### src/rtl/sml_pkg.sv
// ----------------------------------------------------------------------------
// sml_pkg: shared definitions for the sorted magnitude list
// Operation and status codes, field widths and the command and status
// bundles that pass between the controller and the datapath.
// ----------------------------------------------------------------------------
package sml_pkg;

  localparam int ENTRY_W  = 32;
  localparam int MAG_W    = 33;
  localparam int STATUS_W = 2;
  localparam int COUNT_W  = 7;

  localparam logic OP_INSERT = 1'b0;
  localparam logic OP_DELETE = 1'b1;

  localparam logic [STATUS_W-1:0] ST_OK        = 2'd0;
  localparam logic [STATUS_W-1:0] ST_NOT_FOUND = 2'd1;
  localparam logic [STATUS_W-1:0] ST_EMPTY     = 2'd2;
  localparam logic [STATUS_W-1:0] ST_FULL      = 2'd3;

  typedef struct packed {
    logic                load;
    logic                st_we;
    logic [STATUS_W-1:0] st_val;
    logic                found_clr;
    logic                found_set;
    logic                idx_clr;
    logic                idx_ld_cnt;
    logic                idx_inc;
    logic                idx_dec;
    logic                rd_en;
    logic                rd_prev;
    logic                wr_en;
    logic                wr_val;
    logic                wr_prev;
    logic                cnt_inc;
    logic                cnt_dec;
    logic                out_ld;
  } sml_cmd_t;

  typedef struct packed {
    logic op;
    logic full;
    logic empty;
    logic idx_zero;
    logic idx_end;
    logic greater;
    logic equal;
    logic found;
    logic out_last;
  } sml_sts_t;

endpackage

### src/rtl/sml_dpath.sv
// ----------------------------------------------------------------------------
// sml_dpath: list storage and datapath
// Holds the list memory, entry count, scan index, operand, status and the
// output register; carries out the commands issued by the controller.
// ----------------------------------------------------------------------------
module sml_dpath
  import sml_pkg::*;
#(
  parameter int DEPTH = 16
) (
  input  logic                clk,
  input  logic                rst_n,
  input  sml_cmd_t            cmd,
  output sml_sts_t            sts,
  input  logic                in_op,
  input  logic [ENTRY_W-1:0]  in_value,
  output logic [ENTRY_W-1:0]  out_entry,
  output logic                out_entry_valid,
  output logic                out_last,
  output logic [STATUS_W-1:0] out_status,
  output logic [COUNT_W-1:0]  out_count
);

  localparam int CW = $clog2(DEPTH + 1);
  localparam int AW = (DEPTH > 1) ? $clog2(DEPTH) : 1;

  function automatic logic [MAG_W-1:0] mag33(input logic [ENTRY_W-1:0] v);
    logic [MAG_W-1:0] ext;
    ext = {v[ENTRY_W-1], v};
    return v[ENTRY_W-1] ? (~ext + MAG_W'(1)) : ext;
  endfunction

  logic [ENTRY_W-1:0]  mem [DEPTH];
  logic [ENTRY_W-1:0]  rdata_r;
  logic                op_r;
  logic [ENTRY_W-1:0]  val_r;
  logic [MAG_W-1:0]    mag_r;
  logic [CW-1:0]       cnt_r;
  logic [CW-1:0]       idx_r;
  logic                found_r;
  logic [STATUS_W-1:0] status_r;
  logic [ENTRY_W-1:0]  oentry_r;
  logic                ovalid_r;
  logic                olast_r;

  logic [CW-1:0]       idx_prev;
  logic [CW-1:0]       rd_addr;
  logic [CW-1:0]       wr_addr;
  logic [ENTRY_W-1:0]  wr_data;
  logic                idx_end;

  assign idx_prev = idx_r - CW'(1);
  assign rd_addr  = cmd.rd_prev ? idx_prev : idx_r;
  assign wr_addr  = cmd.wr_prev ? idx_prev : idx_r;
  assign wr_data  = cmd.wr_val ? val_r : rdata_r;
  assign idx_end  = ({1'b0, idx_r} + (CW + 1)'(1)) == {1'b0, cnt_r};

  always_ff @(posedge clk) begin
    if (cmd.wr_en) begin
      mem[wr_addr[AW-1:0]] <= wr_data;
    end
    if (cmd.rd_en) begin
      rdata_r <= mem[rd_addr[AW-1:0]];
    end
  end

  always_ff @(posedge clk) begin
    if (cmd.load) begin
      op_r  <= in_op;
      val_r <= in_value;
      mag_r <= mag33(in_value);
    end
    if (cmd.st_we) begin
      status_r <= cmd.st_val;
    end
    if (cmd.out_ld) begin
      if (cnt_r == '0) begin
        oentry_r <= '0;
        ovalid_r <= 1'b0;
        olast_r  <= 1'b1;
      end else begin
        oentry_r <= rdata_r;
        ovalid_r <= 1'b1;
        olast_r  <= idx_end;
      end
    end
  end

  always_ff @(posedge clk) begin
    if (!rst_n) begin
      cnt_r   <= '0;
      idx_r   <= '0;
      found_r <= 1'b0;
    end else begin
      if (cmd.cnt_inc) begin
        cnt_r <= cnt_r + CW'(1);
      end else if (cmd.cnt_dec) begin
        cnt_r <= cnt_r - CW'(1);
      end
      if (cmd.idx_clr) begin
        idx_r <= '0;
      end else if (cmd.idx_ld_cnt) begin
        idx_r <= cnt_r;
      end else if (cmd.idx_inc) begin
        idx_r <= idx_r + CW'(1);
      end else if (cmd.idx_dec) begin
        idx_r <= idx_prev;
      end
      if (cmd.found_clr) begin
        found_r <= 1'b0;
      end else if (cmd.found_set) begin
        found_r <= 1'b1;
      end
    end
  end

  always_comb begin
    sts.op       = op_r;
    sts.full     = (cnt_r == CW'(DEPTH));
    sts.empty    = (cnt_r == '0);
    sts.idx_zero = (idx_r == '0);
    sts.idx_end  = idx_end;
    sts.greater  = (mag33(rdata_r) > mag_r);
    sts.equal    = (rdata_r == val_r);
    sts.found    = found_r;
    sts.out_last = olast_r;
  end

  assign out_entry       = oentry_r;
  assign out_entry_valid = ovalid_r;
  assign out_last        = olast_r;
  assign out_status      = status_r;
  assign out_count       = COUNT_W'(cnt_r);

  a_wr_in_range: assert property (@(posedge clk) disable iff (!rst_n)
    cmd.wr_en |-> (wr_addr < CW'(DEPTH)))
    else $error("list write beyond depth");

  a_no_grow_full: assert property (@(posedge clk) disable iff (!rst_n)
    cmd.cnt_inc |-> !sts.full)
    else $error("entry count grows past depth");

  a_no_shrink_empty: assert property (@(posedge clk) disable iff (!rst_n)
    cmd.cnt_dec |-> !sts.empty)
    else $error("entry count drops below zero");

endmodule

### src/rtl/sml_ctrl.sv
// ----------------------------------------------------------------------------
// sml_ctrl: operation sequencer
// Accepts one item, steps the datapath through the insert or delete scan,
// then walks the list and presents one result per entry, or one if it is empty.
// ----------------------------------------------------------------------------
module sml_ctrl
  import sml_pkg::*;
(
  input  logic     clk,
  input  logic     rst_n,
  input  logic     in_valid,
  output logic     in_stall,
  output logic     out_valid,
  input  logic     out_stall,
  output sml_cmd_t cmd,
  input  sml_sts_t sts
);

  typedef enum logic [8:0] {
    S_IDLE    = 9'b000000001,
    S_DISP    = 9'b000000010,
    S_INS_RD  = 9'b000000100,
    S_INS_EV  = 9'b000001000,
    S_DEL_RD  = 9'b000010000,
    S_DEL_EV  = 9'b000100000,
    S_DEL_FIN = 9'b001000000,
    S_EMIT_RD = 9'b010000000,
    S_OUT     = 9'b100000000
  } sml_state_t;

  sml_state_t state_r, state_nxt;
  logic       emit_ld_r, emit_ld_nxt;

  always_ff @(posedge clk) begin
    if (!rst_n) begin
      state_r   <= S_IDLE;
      emit_ld_r <= 1'b0;
    end else begin
      state_r   <= state_nxt;
      emit_ld_r <= emit_ld_nxt;
    end
  end

  assign in_stall  = (state_r != S_IDLE);
  assign out_valid = (state_r == S_OUT);

  always_comb begin
    state_nxt   = state_r;
    emit_ld_nxt = 1'b0;
    cmd         = '0;
    case (state_r)
      S_IDLE: begin
        if (in_valid) begin
          cmd.load  = 1'b1;
          state_nxt = S_DISP;
        end
      end
      S_DISP: begin
        cmd.st_we = 1'b1;
        if (sts.op == OP_INSERT) begin
          if (sts.full) begin
            cmd.st_val  = ST_FULL;
            cmd.idx_clr = 1'b1;
            state_nxt   = S_EMIT_RD;
          end else begin
            cmd.st_val     = ST_OK;
            cmd.idx_ld_cnt = 1'b1;
            state_nxt      = S_INS_RD;
          end
        end else begin
          cmd.idx_clr = 1'b1;
          if (sts.empty) begin
            cmd.st_val = ST_EMPTY;
            state_nxt  = S_EMIT_RD;
          end else begin
            cmd.st_val    = ST_NOT_FOUND;
            cmd.found_clr = 1'b1;
            state_nxt     = S_DEL_RD;
          end
        end
      end
      S_INS_RD: begin
        if (sts.idx_zero) begin
          cmd.wr_en   = 1'b1;
          cmd.wr_val  = 1'b1;
          cmd.cnt_inc = 1'b1;
          cmd.idx_clr = 1'b1;
          state_nxt   = S_EMIT_RD;
        end else begin
          cmd.rd_en   = 1'b1;
          cmd.rd_prev = 1'b1;
          state_nxt   = S_INS_EV;
        end
      end
      S_INS_EV: begin
        cmd.wr_en = 1'b1;
        if (sts.greater) begin
          cmd.idx_dec = 1'b1;
          state_nxt   = S_INS_RD;
        end else begin
          cmd.wr_val  = 1'b1;
          cmd.cnt_inc = 1'b1;
          cmd.idx_clr = 1'b1;
          state_nxt   = S_EMIT_RD;
        end
      end
      S_DEL_RD: begin
        cmd.rd_en = 1'b1;
        state_nxt = S_DEL_EV;
      end
      S_DEL_EV: begin
        if (sts.found) begin
          cmd.wr_en   = 1'b1;
          cmd.wr_prev = 1'b1;
        end else if (sts.equal) begin
          cmd.found_set = 1'b1;
        end
        if (sts.idx_end) begin
          state_nxt = S_DEL_FIN;
        end else begin
          cmd.idx_inc = 1'b1;
          state_nxt   = S_DEL_RD;
        end
      end
      S_DEL_FIN: begin
        cmd.idx_clr = 1'b1;
        if (sts.found) begin
          cmd.cnt_dec = 1'b1;
          cmd.st_we   = 1'b1;
          cmd.st_val  = ST_OK;
        end
        state_nxt = S_EMIT_RD;
      end
      S_EMIT_RD: begin
        if (emit_ld_r || sts.empty) begin
          cmd.out_ld = 1'b1;
          state_nxt  = S_OUT;
        end else begin
          cmd.rd_en   = 1'b1;
          emit_ld_nxt = 1'b1;
        end
      end
      S_OUT: begin
        if (!out_stall) begin
          if (sts.out_last) begin
            state_nxt = S_IDLE;
          end else begin
            cmd.idx_inc = 1'b1;
            state_nxt   = S_EMIT_RD;
          end
        end
      end
      default: begin
        state_nxt = S_IDLE;
      end
    endcase
  end

  a_hold_input: assert property (@(posedge clk) disable iff (!rst_n)
    out_valid |-> in_stall)
    else $error("input taken while a result is pending");

  a_one_at_a_time: assert property (@(posedge clk) disable iff (!rst_n)
    (in_valid && !in_stall) |=> in_stall)
    else $error("second item taken before the first is done");

  a_emit_reads_once: assert property (@(posedge clk) disable iff (!rst_n)
    emit_ld_r |-> (state_r == S_EMIT_RD))
    else $error("list read pending outside of emit");

endmodule

### src/rtl/sorted_magnitude_list.sv
// ----------------------------------------------------------------------------
// sorted_magnitude_list: bounded list ordered by ascending magnitude
// Inserts or deletes one signed value per item and then emits the whole list.
// ----------------------------------------------------------------------------
// One item is processed at a time. An insert walks the list from its tail
// toward the insertion point and a delete walks it from the head to the tail,
// visiting each entry through a single registered read of the list memory.
// The list is then emitted one result per entry: each entry is read, loaded
// into the output register and held there while out_stall is high, or one
// result is emitted for an empty list. status and count are the same on
// every result of an item; last marks its final result, and entry_valid is
// low only on the single result that reports an empty list. The memory needs
// no clearing after reset.
// ----------------------------------------------------------------------------
module sorted_magnitude_list
  import sml_pkg::*;
#(
  parameter int DEPTH = 16
) (
  input  logic                       clk,
  input  logic                       rst_n,
  input  logic                       in_valid,
  output logic                       in_stall,
  input  logic                       in_op,
  input  logic signed [ENTRY_W-1:0]  in_value,
  output logic                       out_valid,
  input  logic                       out_stall,
  output logic signed [ENTRY_W-1:0]  out_entry,
  output logic                       out_entry_valid,
  output logic                       out_last,
  output logic        [STATUS_W-1:0] out_status,
  output logic        [COUNT_W-1:0]  out_count
);

  sml_cmd_t           cmd;
  sml_sts_t           sts;
  logic [ENTRY_W-1:0] entry;

  sml_ctrl u_ctrl (
    .clk       (clk),
    .rst_n     (rst_n),
    .in_valid  (in_valid),
    .in_stall  (in_stall),
    .out_valid (out_valid),
    .out_stall (out_stall),
    .cmd       (cmd),
    .sts       (sts)
  );

  sml_dpath #(
    .DEPTH (DEPTH)
  ) u_dpath (
    .clk             (clk),
    .rst_n           (rst_n),
    .cmd             (cmd),
    .sts             (sts),
    .in_op           (in_op),
    .in_value        (in_value),
    .out_entry       (entry),
    .out_entry_valid (out_entry_valid),
    .out_last        (out_last),
    .out_status      (out_status),
    .out_count       (out_count)
  );

  assign out_entry = entry;

endmodule
### config.mk
export PLATFORM = sky130hd
export DESIGN_NAME = sorted_magnitude_list
export DESIGN_NICKNAME = d
export VERILOG_FILES = /design/src/rtl/sml_pkg.sv /design/src/rtl/sml_dpath.sv /design/src/rtl/sml_ctrl.sv /design/src/rtl/sorted_magnitude_list.sv
export SDC_FILE = /design/constraint.sdc
export NUM_CORES = 1
export LEC_CHECK = 0
export ABC_AREA = 1
export BUFFER_PORTS_ARGS = -buffer_cell sky130_fd_sc_hd__buf_4
export CAP_MARGIN = 20
export CORE_MARGIN = 4
export CORE_UTILIZATION = 25
export CTS_CLUSTER_SIZE = 12
export DETAILED_ROUTE_END_ITERATION = 7
export PLACE_DENSITY = 0.4
export SYNTH_ARGS = -nofsm -noshare
export SYNTH_HDL_FRONTEND = slang
export SYNTH_HIERARCHICAL = 1
export SYNTH_SLANG_ARGS = --single-unit
### constraint.sdc
create_clock -name clk -period 4.95 [get_ports clk]
set_input_delay 0.2475 -clock clk [delete_from_list [all_inputs] [get_ports clk]]
set_output_delay 0.2475 -clock clk [all_outputs]
set_load 0.01 [all_outputs]
==> impl_results.md, run 1 <==
- Post-synth top area share: 63.2%
- Worst slew margin: 32.0%
- Total grt overflow: 0
- Core box area: 122000 um2
- Pleak: 13.8 nW
- Instance count of the mapped netlist: 2771
- Tot Pwr: 12.1 mW
- NumNets Final: 3015
- H-Tree Depth: 3
- Via/cell ratio: 4.44
- Max frequency: 0.221 GHz
- Initial DRC count: 1605
- Worst endpoint required time: 5.27 ns
- Synth Area in XOR/XNOR: 1.83%
- VDD IR-drop max: 343 uV
- Combinational power share: 2.6%
- Setup CP Type: register to register
- Max_cap viols: 0
- Hold Crit Class: primary input to register
- Final ANT Viol Nets: 0
- Synth Area in Compound Gates: 10.4%
- RePlAce Congestion: 0.844
- Sw Pwr: 2.61 mW
- Ratio of cells with drive above 1 in the final layout: 13.6%
- Yosys cell types: 46
- Initial antenna violation count: 0
- Total number of yosys warnings: 6
- I/O pins: 82
- Hold Path Stages: 1
- R2R cell count: 22
- Fin Clk Skew: 0.0319 ns
- Setup crit start kind: register
- Area contributors post-synth: edfxtp_1 (63%), nand2_1 (6.4%), inv_1 (5.2%), o211ai_1 (4.2%), nand3_1 (4.0%)
- Root buffer cell: clkbuf_16
- Area grow syn2layout: 19.1%
- Register share of total power: 51.4%
- Slew Limit Fails: 0
- Largest net degree at the start of global routing: 94
- Worst-path maximum fanout: 39
- Die area: 128000 um2
- CTS tree: yes
- Sequential share of the synthesized area: 64.6%
- Final Critical Period: 4.53 ns
- Power per cell area: 332 nW/um2
- Clk sinks: 666
- Critical path capture point type: register
- Post-synthesis adder-cell area fraction: 1.74%
- Routed WL per cell: 21.6 um
- WP data arrival: 4.86 ns
- CTS buffer count: 81
- Pre-antenna DRT Iters: 6
- First-pass GRT wire length: 144 mm
- Avg Cell Area, Syn: 11.1 um2
- Clock transition at the registers of the reported paths: 0.06 ns
- Placed insts: 4437
- Final worst-path cycle share: 91.5%
- Number of fill cells: 12.5k
- Initial Util: 25.2%
- Yosys reg bits: 666
- Power share of the clock group: 46.0%
- Tot GR Track Use: 15.4%
- Mux cell area share after synthesis: 0.0735%
- N_diodes: 0
- Post-DP HPWL: 59.8 mm
- DR DRC count: 0
- Worst slew pin tran: 1.01 ns
- Clk Latency, worst-skew pair: 0.64 ns
- Int Pwr: 9.51 mW
- Final Setup Violations: 0
- Post-synthesis simple-gate area fraction: 13.6%
- Cell Rows: 128
- Sw Share: 21.5%
- Routed wire length: 100 mm
- Horiz. Die Dim: 358 um
- Hold Violations, Final: 0
- Largest family of logic cells by synthesized area: simple AND/OR/NAND/NOR gates
- # port buffers: 79
- DR vias: 20.5k
- Yosys top cell by area: edfxtp_1
- Longest Clk Path Bufs: 3
- Vias in the first global route: 19.9k
- Die height: 358 um
- Outcome: complete, no violations
- Finished Layout Cells: 4621
- Synthesized area: 30600 um2
flip-flops by register name (all words and copies together) (netlist names), 2 cells and up:
register	flops
u_dpath/out_entry	32
u_dpath/mag_r	32
u_dpath/mem	512
u_dpath/out_status	2
u_dpath/rdata_r	32
u_dpath/idx_r	5
u_dpath/cnt_r	5
u_ctrl/state_r	9
u_dpath/val_r	32
synth_stat cells, drive strengths merged:
cell type and number:
edfxtp 645, conb 1, o22ai 10, fa 1, nand4 24, nor2 170
clkbuf 32, a31oi 4, a21o 2, a22o 2, buf 99, nor3 16
inv 433, ha 41, nor4 1, xor2 53, nand3b 1, o211ai 234
or2 8, o21a 1, dfxtp 21, clkinv 1, nor2b 1, mux2 2
xnor2 11, nand3 244, a21oi 38, o21ai 148, nand2 525, o221ai 1
o31ai 1
cell families (layout without fill, tap and decap cells):
logic type                 after synthesis  in the layout
xor gates and xnor gates                64             64
AOI/OAI and AO/OA                      441            441
other                                    1              4
and+or+nand+nor                        990            990
muxes                                    2              2
DFF                                    666            666
adders and majority gates               42             42
buffers and inverters                  565            787
cell usage in the layout (no fill, tap or decap), types with 11 or more instances in the layout:
master,instances
a21oi_1,36
buf_12,20
buf_4,154
clkbuf_1,22
clkbuf_16,83
clkinv_1,13
clkinv_2,18
dfxtp_1,21
dlygate4sd3_1,36
edfxtp_1,645
ha_1,41
inv_1,425
nand2_1,518
nand3_1,241
nand4_1,24
nor2_1,145
nor2_4,21
nor3_1,15
o211ai_1,170
o211ai_2,64
o21ai_0,108
o21ai_1,35
xnor2_1,11
xor2_1,53
worst max-delay path, cell delays in order (launching register included):
cell and delay [ns]:
edfxtp_1 0.51, nor2_2 0.17, nand3_1 0.15, nor2_1 0.14
buf_4 0.17, nand2_2 0.10, o21ai_4 0.19, buf_4 0.13
xor2_1 0.22, ha_1 0.27, nand2_1 0.08, nor2_1 0.06
nand4_1 0.18, nor2_1 0.07, nor2_1 0.12, a21oi_2 0.08
buf_4 0.15, inv_1 0.05, nand2_1 0.07, nand2_2 0.17
buf_4 0.17, buf_4 0.37, mux2_2 0.52
stage by stage:
step | util [%] | setup TNS, ns | worst slack, ns | area, um2 | hold slack, ns
CTS | 29.9 | 0 | 0.122 | 36400 | 0.0216
floorplan | - | 0 | 0.738 | 30600 | 0.332
global route | 30.0 | -0.0135 | -0.0135 | 36500 | 0.0452
global placement | 27.6 | 0 | 0.0574 | 33600 | 0.429
detailed placement | 27.6 | -1.14 | -0.0709 | 33600 | 0.428
finish | 30.0 | 0 | 0.419 | 36500 | 0.0501
layer usage:
layer | track usage [%] | vias to the layer above | part of all wire, %
met2 | 25.9 | 438 | 48
met5 | 0 | - | 0
met4 | 3.63 | 0 | 1.8
met1 | 20.8 | 10044 | 45
li1 | - | 9927 | -
met3 | 2.65 | 105 | 4.9
what timing repair did:
action                                 in CTS  in global routing
hold buffers                               36                  0
pin swaps                                   0                  4
endpoints found under the hold margin      66                  0
setup endpoints to repair                  17                389
gates resized for setup                     2                  9
buffers inserted                            0                  4
cell type report:
cell class | instances | area (um2) | share of cell area (%)
Sequential cell | 666 | 19800 | 54.2
Multi-Input combinational cell | 1543 | 8700 | 23.8
Clock buffer | 105 | 2160 | 5.92
Tap cell | 1625 | 2030 | 5.57
Timing Repair Buffer | 210 | 1920 | 5.25
Inverter | 434 | 1630 | 4.48
Clock inverter | 38 | 267 | 0.730
worst paths after layout:
path | startpoint | slack, ns | end
max | u_dpath/rdata_r[4]$_DFFE_PP_ | 0.42 | u_dpath/mem[0][4]$_DFFE_PP_
min | in_value[31] | 0.05 | u_dpath/val_r[31]$_DFFE_PP_
max reg2reg | u_dpath/rdata_r[4]$_DFFE_PP_ | 0.42 | u_dpath/mem[0][4]$_DFFE_PP_
min reg2reg | u_dpath/found_r$_SDFFE_PP0P_ | 0.49 | u_dpath/found_r$_SDFFE_PP0P_
power groups by stage:
| stage | Clock, mW | Combinational, mW | Sequential, mW |
|---|---|---|---|
| 2_1_floorplan | 0 | 0.171 | 6.31 |
| 3_3_place_gp | 0 | 0.298 | 6.35 |
| 5_1_grt | 6.00 | 0.355 | 6.23 |
| 6_report | 5.57 | 0.315 | 6.23 |
| 3_5_place_dp | 0 | 0.296 | 6.34 |
| 4_1_cts | 5.76 | 0.320 | 6.23 |
No activity file was read; power rests on OpenSTA's default activity.
==> run 2, diff against run 1 <==
==> constraint.sdc (replaced) <==
create_clock -name clk -period 4.95 [get_ports clk]
set_input_delay 1.485 -clock clk [delete_from_list [all_inputs] [get_ports clk]]
set_output_delay 1.485 -clock clk [all_outputs]
set_load 0.01 [all_outputs]
==> run 2 against run 1 <==
Fmax rose by 1.8%. Sequential power barely moved. Highest routed layer unchanged. Non-clock buffer count fell by 22.
==> impl_results.md, run 2 (same netlist as run 1, synthesis figures left out) <==
- Outcome: complete, no violations
- Setup WS post-layout: 0.500 ns
- Critical path capture point type: register
- Max reg flops: 512
- Worst Path Buf+Inv: 6
- Final worst-path cycle share: 89.9%
- Top sig layer: met4
- Tot GR Track Use: 15.4%
- Ratio of cells with drive above 1 in the final layout: 14.3%
- Pre-antenna DRT Iters: 6
- CP dominant cell by count: nand2_1
- Horiz. Die Dim: 358 um
- Fin Clk Skew: 0.0326 ns
- Die area: 128000 um2
- Power per cell area: 341 nW/um2
- Worst slew margin: 31.0%
- Initial DRC count: 1446
- Initial Util: 25.2%
- Routed WL per cell: 21.6 um
- Routed wire length: 99.6 mm
- Worst slack, placed: -0.0378 ns
- Number of fill cells: 12.6k
- H-Tree Depth: 3
- Met3 WL: 3.79 mm
- Initial antenna violation count: 2
- Max_cap viols: 0
- Post-DP HPWL: 60.4 mm
- Worst-path maximum fanout: 12
- Smallest hold slack: 0.494 ns
- NumNets Final: 2991
- Die height: 358 um
- Max frequency: 0.225 GHz
- I/O pins: 82
- Vias in the first global route: 20.0k
- Unrepaired setup endpoints after global routing: false
- Setup CP Type: register to register
- DRT met1 WL: 46.2 mm
- Core box area: 122000 um2
- Total grt overflow: 0
- Final Critical Period: 4.45 ns
- First-pass GRT wire length: 144 mm
- Worst endpoint required time: 5.53 ns
- CTS tree: yes
- Final ANT Viol Nets: 0
- Clk Latency, worst-skew pair: 0.65 ns
- Root buffer cell: clkbuf_16
- Cell Rows: 128
- Largest net degree at the start of global routing: 121
- Max incr delay on CP: 0.47 ns
- Area grow syn2layout: 18.8%
- WP data arrival: 5.03 ns
- Clock transition at the registers of the reported paths: 0.06 ns
- Worst slew pin tran: 1.02 ns
- Final Setup Violations: 0
- Met2 WL: 48.1 mm
- Setup crit start kind: register
- Slew Limit Fails: 0
- Hold Crit Class: register to register
- Hold Violations, Final: 0
- Longest Clk Path Bufs: 3
- # port buffers: 79
- N_diodes: 0
- RePlAce Congestion: 0.855
- Via/cell ratio: 4.48
- Most frequent cells in the layout: edfxtp_1 (645), nand2_1 (520), inv_1 (424)
- VDD IR-drop max: 209 uV
- DR vias: 20.6k
- Pleak: 13.8 nW
- Clk sinks: 666
- Slowest CP cell: edfxtp_1
- Most common cell after layout, fill and taps aside: edfxtp_1
- CTS buffer count: 79
- CTS Hold Buffers Added: 0
- DR DRC count: 0
- Crit path max-delay family: simple AND/OR/NAND/NOR gates
run 2: cell types whose count changed in the layout (fill, tap and decap cells not counted), moves of 2 or more:
cell           previous run  this run
nand2_4                   1         3
clkinv_1                 13        16
buf_4                   154       169
nand2_2                   5         1
nand2_1                 518       520
clkbuf_8                  0         2
clkbuf_16                83        81
bufinv_16                 3         8
clkbuf_1                 22        13
dlygate4sd3_1            36         0
inv_16                    0         3
run 2: per-layer routing:
layer	GRT usage, %	vias up
met2	26.0	402
met4	3.21	0
met1	21.1	10239
met3	1.96	98
li1	-	9860
met5	0	-
run 2: through the flow:
stage / utilization (%) / power (mW) / cell area, um2 / TNS (ns) / std cells
3_3_place_gp: 27.7 / 6.64 / 33800 / -0.459 / 4453
3_5_place_dp: 27.7 / 6.64 / 33800 / -0.0378 / 4454
2_1_floorplan: - / 6.49 / 30600 / 0 / 2774
4_1_cts: 29.9 / 12.6 / 36400 / 0 / 4600
6_report: 29.9 / 12.4 / 36400 / 0 / 4602
5_1_grt: 29.9 / 12.9 / 36400 / 0 / 4602
run 2: layout make-up:
cell class | instances | area (um2) | share of cell area (%)
clock buffer | 96 | 2100 | 5.78
tap | 1625 | 2030 | 5.58
multi-input combinational | 1543 | 8700 | 23.9
inverter | 434 | 1630 | 4.49
sequential | 666 | 19800 | 54.4
clock inverter | 50 | 499 | 1.37
timing repair buffer | 188 | 1650 | 4.53
run 2: timing repair:
item | CTS | global route
setup buffers | 0 | 1
setup endpoints to repair | 2 | 337
resized for setup | 1 | 9
pin swaps | 0 | 1
run 2: worst reg2reg max path: stages (launching register included):
cell and delay [ns]:
edfxtp_1 0.47, nor2_1 0.30, nand3_1 0.21, o21ai_0 0.29, buf_4 0.18, nand3_1 0.08
xor2_1 0.16, ha_1 0.31, nand4_1 0.15, inv_1 0.08, nand4_1 0.15, nor2_1 0.15
nor2_1 0.05, a21oi_1 0.19, buf_4 0.15, inv_1 0.03, nand2_1 0.11, nand2_4 0.13
buf_4 0.19, inv_2 0.09, ha_1 0.28, nand2_1 0.08, nand2_1 0.06, a21oi_2 0.13
nand2_1 0.06, o21ai_0 0.10, o21ai_0 0.10, a21oi_1 0.11
run 2: report_power, final:
| group | internal, mW | total, mW | switching, mW |
|---|---|---|---|
| clock | 3.47 | 5.91 | 2.45 |
| sequential | 6.18 | 6.22 | 0.0498 |
| combinational | 0.0950 | 0.291 | 0.196 |
run 2: final timing paths:
| path | start | endpoint | slack, ns | cells past startpoint |
|---|---|---|---|---|
| setup / recovery | u_dpath/rdata_r[17]$_DFFE_PP_ | u_dpath/cnt_r[4]$_SDFFE_PN0P_ | 0.50 | 27 |
| hold / removal | u_dpath/found_r$_SDFFE_PP0P_ | u_dpath/found_r$_SDFFE_PP0P_ | 0.49 | 2 |
| setup reg to reg | u_dpath/rdata_r[17]$_DFFE_PP_ | u_dpath/cnt_r[4]$_SDFFE_PN0P_ | 0.50 | 27 |
| hold reg to reg | u_dpath/found_r$_SDFFE_PP0P_ | u_dpath/found_r$_SDFFE_PP0P_ | 0.49 | 2 |
